--- config.mk ---
export PLATFORM = sky130hd
export DESIGN_NAME = uid_route_table_forwarder_core
export DESIGN_NICKNAME = d
export VERILOG_FILES = /design/src/design/urtf_pkg.sv /design/src/design/urtf_ram.sv /design/src/design/urtf_search.sv /design/src/design/uid_route_table_forwarder_core.sv
export SDC_FILE = /design/constraint.sdc
export NUM_CORES = 2
export LEC_CHECK = 0
export ABC_AREA = 0
export ABC_CLOCK_PERIOD_IN_PS = 4600
export BUFFER_PORTS_ARGS = -buffer_cell sky130_fd_sc_hd__buf_2
export CORE_MARGIN = 4
export CORE_UTILIZATION = 48
export DETAILED_ROUTE_END_ITERATION = 6
export GPL_ROUTABILITY_DRIVEN = 1
export PLACE_DENSITY = 0.7
export RECOVER_POWER = 50
export SETUP_SLACK_MARGIN = 0.15
export SYNTH_ARGS = -nofsm -noshare
export SYNTH_HDL_FRONTEND = slang
export SYNTH_SLANG_ARGS = --single-unit
--- constraint.sdc ---
create_clock -name i_clk -period 4.6 [get_ports i_clk]
set_input_delay 0.46 -clock i_clk [delete_from_list [all_inputs] [get_ports i_clk]]
set_output_delay 0.46 -clock i_clk [all_outputs]
set_load 0.02 [all_outputs]
--- src/design/urtf_pkg.sv ---
// Package for the route table forwarder: item structs, table entry layout,
// operation and route codes. No dependencies.

package urtf_pkg;

    localparam int TABLE_DEPTH_DEF = 64;

    // operation codes
    localparam logic [2:0] OP_ADD        = 3'd0;
    localparam logic [2:0] OP_LOOKUP_ALL = 3'd1;
    localparam logic [2:0] OP_LOOKUP_STK = 3'd2;
    localparam logic [2:0] OP_LOOKUP_EXT = 3'd3;
    localparam logic [2:0] OP_FORWARD    = 3'd4;

    // route kinds
    localparam logic [1:0] ROUTE_NONE  = 2'd0;
    localparam logic [1:0] ROUTE_STACK = 2'd1;
    localparam logic [1:0] ROUTE_EXT1  = 2'd2;
    localparam logic [1:0] ROUTE_EXT2  = 2'd3;

    // arrival links
    localparam logic [1:0] LINK_USB  = 2'd0;
    localparam logic [1:0] LINK_ETH  = 2'd1;
    localparam logic [1:0] LINK_WIFI = 2'd2;

    // reserved IDs
    localparam logic [31:0] UID_BROADCAST = 32'd0;
    localparam logic [31:0] UID_DAEMON    = 32'd1;

    typedef struct packed {
        logic [2:0]  operation;
        logic [31:0] uid;
        logic [1:0]  new_route_kind;
        logic [7:0]  new_route_option;
        logic [1:0]  source_link;
    } t_in_item;

    typedef struct packed {
        logic [1:0] route_kind;
        logic [7:0] route_option;
        logic       added;
        logic       to_all_stack;
        logic [7:0] slave_addr;
        logic       to_ext0;
        logic       to_ext1;
        logic       to_host_daemon;
    } t_out_item;

    typedef struct packed {
        logic [31:0] uid;
        logic [1:0]  kind;
        logic [7:0]  option;
    } t_entry;

    // search engine status back to the controller
    typedef struct packed {
        logic       done;
        logic       hit;
        logic [1:0] kind;
        logic [7:0] option;
    } t_srch_res;

endpackage

--- src/design/urtf_ram.sv ---
// Generic single write port, single read port RAM with registered read.
// No dependencies.

module urtf_ram #(
    parameter int WIDTH = 8,
    parameter int DEPTH = 64,
    parameter int AW    = (DEPTH > 1) ? $clog2(DEPTH) : 1
) (
    input  logic             i_clk,
    input  logic             i_we,
    input  logic [AW-1:0]    i_waddr,
    input  logic [WIDTH-1:0] i_wdata,
    input  logic [AW-1:0]    i_raddr,
    output logic [WIDTH-1:0] o_rdata
);

    logic [WIDTH-1:0] r_mem [DEPTH];
    logic [WIDTH-1:0] r_rdata;

    always_ff @(posedge i_clk) begin
        if (i_we) begin
            r_mem[i_waddr] <= i_wdata;
        end
        r_rdata <= r_mem[i_raddr];
    end

    assign o_rdata = r_rdata;

endmodule

--- src/design/urtf_search.sv ---
// First-match scan over a range of the route table, one entry per cycle.
// Depends on urtf_pkg; drives the read port of the table RAM.

module urtf_search #(
    parameter int TABLE_DEPTH = urtf_pkg::TABLE_DEPTH_DEF,
    parameter int CW = $clog2(TABLE_DEPTH + 1),
    parameter int AW = (TABLE_DEPTH > 1) ? $clog2(TABLE_DEPTH) : 1
) (
    input  logic                i_clk,
    input  logic                i_rst_n,
    input  logic                i_start,
    input  logic [CW-1:0]       i_lo,
    input  logic [CW-1:0]       i_hi,
    input  logic [31:0]         i_uid,
    output logic [AW-1:0]       o_rd_addr,
    input  urtf_pkg::t_entry    i_rd_data,
    output urtf_pkg::t_srch_res o_res
);
    import urtf_pkg::*;

    logic          r_busy, n_busy;
    logic          r_pend, n_pend;   // read data for the previous address is valid
    logic [CW-1:0] r_addr, n_addr;
    logic [CW-1:0] r_hi,   n_hi;
    logic [31:0]   r_uid,  n_uid;
    t_srch_res     res;

    always_comb begin
        n_busy = r_busy;
        n_pend = r_pend;
        n_addr = r_addr;
        n_hi   = r_hi;
        n_uid  = r_uid;
        res    = '0;
        if (r_busy) begin
            if (r_pend && (i_rd_data.uid == r_uid)) begin
                res.done   = 1'b1;
                res.hit    = 1'b1;
                res.kind   = i_rd_data.kind;
                res.option = i_rd_data.option;
                n_busy     = 1'b0;
                n_pend     = 1'b0;
            end else if (!r_pend && (r_addr >= r_hi)) begin
                res.done = 1'b1;
                n_busy   = 1'b0;
            end else begin
                n_pend = (r_addr < r_hi);
                if (r_addr < r_hi) begin
                    n_addr = r_addr + 1'b1;
                end
            end
        end
        if (i_start) begin
            n_busy = 1'b1;
            n_pend = 1'b0;
            n_addr = i_lo;
            n_hi   = i_hi;
            n_uid  = i_uid;
        end
    end

    always_ff @(posedge i_clk) begin
        if (!i_rst_n) begin
            r_busy <= 1'b0;
            r_pend <= 1'b0;
        end else begin
            r_busy <= n_busy;
            r_pend <= n_pend;
        end
        r_addr <= n_addr;
        r_hi   <= n_hi;
        r_uid  <= n_uid;
    end

    // past the last entry the address may wrap; that read is never compared
    assign o_rd_addr = r_addr[AW-1:0];
    assign o_res     = res;

endmodule

--- src/design/uid_route_table_forwarder_core.sv ---
// Top level of the route table forwarder: command port, config registers,
// forwarding decisions. Depends on urtf_pkg, urtf_ram and urtf_search.
//
//  port group            | dir | transfer condition
//  ----------------------+-----+-----------------------------------------
//  start / i_item        | in  | start high and busy low at clock edge
//  i_cfg_* / o_cfg_ready | in  | i_cfg_valid and o_cfg_ready high
//  o_res_valid / o_res   | out | o_res_valid high, one cycle, no backpressure
//
// Add, unknown operations and forwards of ID 0 or 1 give their result the
// cycle after the transfer. Lookups and routed forwards scan the table RAM one
// entry per cycle and stop at the first matching entry or at the end of their
// range. busy stays high for the whole scan.
// Reset clears the entry count and stack boundary; the RAM needs no clearing.
// Config is always ready.

module uid_route_table_forwarder_core #(
    parameter int TABLE_DEPTH = urtf_pkg::TABLE_DEPTH_DEF
) (
    input  logic               i_clk,
    input  logic               i_rst_n,
    input  logic               start,
    output logic               busy,
    input  urtf_pkg::t_in_item i_item,
    input  logic               i_cfg_valid,
    output logic               o_cfg_ready,
    input  logic [3:0]         i_cfg_index,
    input  logic [7:0]         i_cfg_data,
    output logic               o_res_valid,
    output urtf_pkg::t_out_item o_res
);
    import urtf_pkg::*;

    localparam int CW = $clog2(TABLE_DEPTH + 1);
    localparam int AW = (TABLE_DEPTH > 1) ? $clog2(TABLE_DEPTH) : 1;
    localparam int EW = $bits(t_entry);

    localparam logic [3:0] CFG_STACK_COUNT = 4'd0;
    localparam logic [3:0] CFG_EXT0_MASTER = 4'd1;
    localparam logic [3:0] CFG_EXT1_MASTER = 4'd2;
    localparam logic [3:0] CFG_MASTER_MODE = 4'd3;

    localparam logic S_IDLE   = 1'b0;
    localparam logic S_SEARCH = 1'b1;

    logic          r_state, n_state;
    logic [CW-1:0] r_count, n_count;
    logic [CW-1:0] r_stk_bnd, n_stk_bnd;
    logic          r_ext0_master, r_ext1_master, r_master_mode;
    logic          r_fwd, n_fwd;
    t_out_item     r_res, n_res;
    logic          r_res_vld, n_res_vld;

    logic          accept;
    logic          srch_start;
    logic [CW-1:0] srch_lo, srch_hi;
    logic [AW-1:0] rd_addr;
    logic [EW-1:0] rd_data;
    t_entry        wr_entry;
    logic          wr_en;
    t_srch_res     srch_res;

    assign accept      = start && !busy;
    assign busy        = (r_state == S_SEARCH);
    assign o_cfg_ready = 1'b1;

    assign wr_entry.uid    = i_item.uid;
    assign wr_entry.kind   = i_item.new_route_kind;
    assign wr_entry.option = i_item.new_route_option;
    assign wr_en = accept && (i_item.operation == OP_ADD) &&
                   (r_count < CW'(TABLE_DEPTH));

    always_comb begin
        n_state    = r_state;
        n_count    = r_count;
        n_stk_bnd  = r_stk_bnd;
        n_fwd      = r_fwd;
        n_res      = r_res;
        n_res_vld  = 1'b0;
        srch_start = 1'b0;
        srch_lo    = '0;
        srch_hi    = r_count;

        if (accept) begin
            n_res = '0;
            case (i_item.operation)
                OP_ADD: begin
                    n_res_vld = 1'b1;
                    if (wr_en) begin
                        n_count   = r_count + 1'b1;
                        n_res.added = 1'b1;
                        if (i_item.new_route_kind == ROUTE_STACK) begin
                            n_stk_bnd = r_count + 1'b1;
                        end
                    end
                end
                OP_LOOKUP_ALL: begin
                    srch_start = 1'b1;
                    n_fwd      = 1'b0;
                end
                OP_LOOKUP_STK: begin
                    srch_start = 1'b1;
                    srch_hi    = r_stk_bnd;
                    n_fwd      = 1'b0;
                end
                OP_LOOKUP_EXT: begin
                    srch_start = 1'b1;
                    srch_lo    = r_stk_bnd;
                    n_fwd      = 1'b0;
                end
                OP_FORWARD: begin
                    if (i_item.uid == UID_BROADCAST) begin
                        n_res_vld          = 1'b1;
                        n_res.to_all_stack = 1'b1;
                        n_res.to_ext0      = r_ext0_master;
                        n_res.to_ext1      = r_ext1_master;
                    end else if (i_item.uid == UID_DAEMON) begin
                        n_res_vld            = 1'b1;
                        n_res.to_host_daemon = (i_item.source_link == LINK_ETH) ||
                                               (i_item.source_link == LINK_WIFI);
                    end else begin
                        srch_start = 1'b1;
                        n_fwd      = 1'b1;
                    end
                end
                default: begin
                    n_res_vld = 1'b1;
                end
            endcase
            if (srch_start) begin
                n_state = S_SEARCH;
            end
        end

        if ((r_state == S_SEARCH) && srch_res.done) begin
            n_state            = S_IDLE;
            n_res_vld          = 1'b1;
            n_res              = '0;
            n_res.route_kind   = srch_res.kind;
            n_res.route_option = srch_res.option;
            if (r_fwd) begin
                if (srch_res.kind == ROUTE_STACK) begin
                    n_res.slave_addr = srch_res.option;
                end else if (r_master_mode) begin
                    case (srch_res.kind)
                        ROUTE_EXT1: n_res.to_ext0 = r_ext0_master;
                        ROUTE_EXT2: n_res.to_ext1 = r_ext1_master;
                        default: begin
                            // miss or kind none: both master extensions
                            n_res.to_ext0 = r_ext0_master;
                            n_res.to_ext1 = r_ext1_master;
                        end
                    endcase
                end
            end
        end
    end

    always_ff @(posedge i_clk) begin
        if (!i_rst_n) begin
            r_state             <= S_IDLE;
            r_count             <= '0;
            r_stk_bnd           <= '0;
            r_res_vld           <= 1'b0;
            r_ext0_master       <= 1'b0;
            r_ext1_master       <= 1'b0;
            r_master_mode       <= 1'b0;
        end else begin
            r_state   <= n_state;
            r_count   <= n_count;
            r_stk_bnd <= n_stk_bnd;
            r_res_vld <= n_res_vld;
            if (i_cfg_valid) begin
                case (i_cfg_index)
                    // slave count only matters to the broadcast fan-out
                    // outside this block; no decision here depends on it
                    CFG_STACK_COUNT: begin
                    end
                    CFG_EXT0_MASTER: r_ext0_master       <= i_cfg_data[0];
                    CFG_EXT1_MASTER: r_ext1_master       <= i_cfg_data[0];
                    CFG_MASTER_MODE: r_master_mode       <= i_cfg_data[0];
                    default: begin
                    end
                endcase
            end
        end
        r_fwd <= n_fwd;
        r_res <= n_res;
    end

    urtf_ram #(
        .WIDTH (EW),
        .DEPTH (TABLE_DEPTH),
        .AW    (AW)
    ) u_table (
        .i_clk   (i_clk),
        .i_we    (wr_en),
        .i_waddr (r_count[AW-1:0]),
        .i_wdata (wr_entry),
        .i_raddr (rd_addr),
        .o_rdata (rd_data)
    );

    urtf_search #(
        .TABLE_DEPTH (TABLE_DEPTH),
        .CW          (CW),
        .AW          (AW)
    ) u_search (
        .i_clk     (i_clk),
        .i_rst_n   (i_rst_n),
        .i_start   (srch_start),
        .i_lo      (srch_lo),
        .i_hi      (srch_hi),
        .i_uid     (i_item.uid),
        .o_rd_addr (rd_addr),
        .i_rd_data (t_entry'(rd_data)),
        .o_res     (srch_res)
    );

    assign o_res_valid = r_res_vld;
    assign o_res       = r_res;

endmodule
==> metrics <==
I/O Buffers=80; ys flop type=edfxtp_1; fmax=0.243 GHz; post-layout min period=roughly 4 ns; vias after detailed routing=approximately 50,000; CP max stage cell=clkbuf_1; H-Tree Depth=5; CP Cell Sequence=nor2b_1 -> nand2_1 -> nor3_1 -> clkbuf_1 -> nand4_1 -> clkbuf_1 -> nor2_4 -> clkbuf_1; crit path max fanout=17; mux cell area share after synthesis=roughly 18%; Netlist cell types=50; Cell Pwr Density=between 400 and 500 mW/mm^2; worst slew pin tran=slightly below 3 ns; largest area contributor in the netlist=edfxtp_1; final hold violation count=0; remaining antenna violation count=0; Seq cells post-synth=roughly 2,800; postcts setup bufs=0; Ys Warns=0; Setup-failing EPs final=0; Worst Path Required=a little over 5 ns; worst IR drop on VDD=~300 uV; placed insts=7,471; width of the die=around 480 microns; post-synthesis xor/xnor area fraction=0.393%; final cell count without fillers=approximately 8,000; Max Clock Skew=between 0.06 and 0.07 ns; largest family of logic cells by synthesized area=multiplexers; Clk Latency, worst-skew pair=~0.9 ns; CTS buffer count=roughly 290; synthesized-area fraction occupied by adder cells=less than 1%; global route overflow=0; violated checks=max-capacitance violations, max-slew violations; status=finished with violations; MaxCap Viol Count=between 40 and 50; Final Max Slew Viols=~2,800; number of flops mapped to enable cells by yosys=about 2,800; most area-consuming cells after synthesis=edfxtp_1 77%, mux4_2 17%, dfxtp_1 1.2%; Final Core Density=approximately 55%; Max transition margin=-96.0%; row cnt=~170; share of cells above drive strength 1=29.1%; Final nets=4,880; Routed wire per std cell=~34 microns; CP most frequent cell=clkbuf_1; element type at the critical path end=flop; Startpoint Class=flop; Core ar.=0.222 sq mm; total wire length=272,000 microns; Worst path max stage delay=between 1 and 1.5 ns; die area=about 0.23 sq mm; cts-stage hold buffer count=16; worst reg2reg path depth=8; R2R setup slack=0.48 ns; Filler cells=~16,000; Reg clk slew, reported paths=0.06 ns; CTS tree=yes; post-route clock period utilization=between 80% and 90%; CP top delay family=buffers and inverters; Synth Area in Compound Gates=1.00%; CTS root buffer=clkbuf_16; vias per cell=roughly 6.3; Routability Congestion=around 0.85; Worst Setup Slack post-DPL=between 1 and 1.5 ns; Crit Reg-Reg Startpoint=busy; initial antenna violation count=18; dpl hpwl=approximately 150,000 microns; RSZ-0062 raised after global routing=no; top cell type's share of synthesized area=77.2%; Fin Hold WS=0.0514 ns; 1st-iter DRT viols=7,006; synthesis-to-finish area growth=13.6%; CP Depth=8; crit path kind=reg -> reg; Netlist Area Pre-Place=~0.11 sq mm; largest net degree at the start of global routing=about 150; WP data arrival=roughly 4.6 ns; vias in the first global route=50,700; Total GRT Usage=between 20% and 30%; worst hold path class=in -> reg; CP endpoint=u_table.r_mem[31][33]; Reg-to-Reg End=u_table.r_mem[31][33]; initial core utilization=between 40% and 50%; TNS Setup=0 ns; syn nets=between 4,000 and 5,000; register area share after synthesis=78.5%; Num Clock Sinks=about 2,800; cts repair resizes=0; final setup margin=between 0.4 and 0.5 ns; first-pass GRT wire length=slightly below 400,000 microns; CTS max path bufs=4; Pre-Repair DR Iteration Count=7; simple-gate share of the synthesized area=under 10%; leakage power=between 30 and 40 nW; Setup crit start=busy; Post-Syn Instances=about 4,400; Crit path buffers/inverters=3; Synth async-reset ratio=0%; Ports=89; synthesized area per cell=between 20 and 25 sq um; Die Y=between 400 and 500 microns; drt drc=0
-- how the worst min path moves through the flow --
| stage | from | endpoint | depth (start not counted) |
|---|---|---|---|
| global route | i_item[0] | o_res[0] | 4 |
| floorplan | r_ext0_master | r_ext0_master | 2 |
| detailed placement | r_stk_bnd[5] | r_stk_bnd[5] | 1 |
| finish | i_item[0] | o_res[0] | 4 |
| global placement | r_stk_bnd[4] | r_stk_bnd[4] | 1 |
| CTS | i_cfg_index[3] | r_ext1_master | 6 |
-- cell type report --
| type | count | area (sq um) | area share [%] |
|---|---|---|---|
| Antenna cell | 7 | 17.5 | 0.0144 |
| Multi-Input combinational cell | 1372 | 22300 | 18.4 |
| Sequential cell | 2821 | 84100 | 69.1 |
| Tap cell | 2975 | 3720 | 3.06 |
| Timing Repair Buffer | 307 | 2650 | 2.18 |
| Inverter | 12 | 45.0 | 0.0370 |
| Clock inverter | 144 | 1110 | 0.914 |
| Clock buffer | 364 | 7740 | 6.36 |
-- cell usage in the layout (no fill, tap or decap), types with 36 or more instances in the layout --
| cell type | n |
|---|---|
| o22ai_1 | 36 |
| clkbuf_16 | 299 |
| buf_4 | 109 |
| buf_12 | 60 |
| clkinv_1 | 60 |
| xnor2_1 | 36 |
| edfxtp_1 | 2755 |
| nand2_1 | 51 |
| nor2_1 | 49 |
| dfxtp_1 | 66 |
| mux2i_1 | 63 |
| clkinv_2 | 54 |
| nor2_4 | 60 |
| mux4_2 | 804 |
| clkbuf_1 | 173 |
| a22oi_1 | 46 |
-- kinds of logic after synthesis --
group | after synthesis
buffers and inverters | 244
xor gates and xnor gates | 48
and+or+nand+nor | 272
AOI/OAI and AO/OA | 157
DFF | 2821
muxes | 885
other | 1
adders and majority gates | 9
-- per-layer routing --
metal / vias to the layer above / GRT usage (%) / wire [microns]
met2: 2946 / 36.6 / 129000
met4: 12 / 10.2 / 13100
met1: 26900 / 32.3 / 101000
met3: 647 / 6.11 / 28900
li1: 19800 / - / -
met5: - / 0 / 80
-- synthesized netlist by cell type (all sizes together) (6+ instances only) --
cell type,n
nor4,8
clkbuf,97
dfxtp,66
o211a,6
xor2,12
o221ai,11
inv,12
mux2,18
edfxtp,2755
nor2b,16
o21ai,8
mux4,804
and2,24
mux2i,63
nor2,110
a22oi,46
nand2,51
nand4,16
o22ai,36
a21oi,31
nand3,11
ha,9
xnor2,36
buf,135
-- state kept, by name (all words and copies together), names as in the netlist --
signal	count
r_ext0_master	1
r_master_mode	1
u_search.r_pend	1
u_search.r_busy	1
u_table.r_mem	2688
busy	1
o_res_valid	1
u_search.r_addr	7
r_stk_bnd	7
u_search.r_uid	32
u_table.o_rdata	42
r_count	7
r_ext1_master	1
r_fwd	1
o_res	23
u_search.r_hi	7
-- worst min-delay path: stages --
cell,delay [ns]
buf_2,0.08
xor2_1,0.16
nand2_1,0.10
o2bb2ai_1,0.07
-- report_power, final --
group | switching (mW) | leakage (nW) | total, mW | internal, mW
clock | 9.39 | 4.35 | 22.2 | 12.8
sequential | 0.114 | 25.3 | 28.5 | 28.4
combinational | 2.09 | 7.91 | 3.74 | 1.65
total | 11.6 | 37.6 | 54.4 | 42.8
-- stage by stage --
| stage | total power [mW] | area, sq um |
|---|---|---|
| after detailed placement | 32.8 | 113000 |
| after floorplan | 31.4 | 107000 |
| after global routing | 56.1 | 122000 |
| after global placement | 32.7 | 113000 |
| final | 54.4 | 122000 |
| after CTS | 54.7 | 122000 |
No activity file was read; power rests on OpenSTA's default activity.
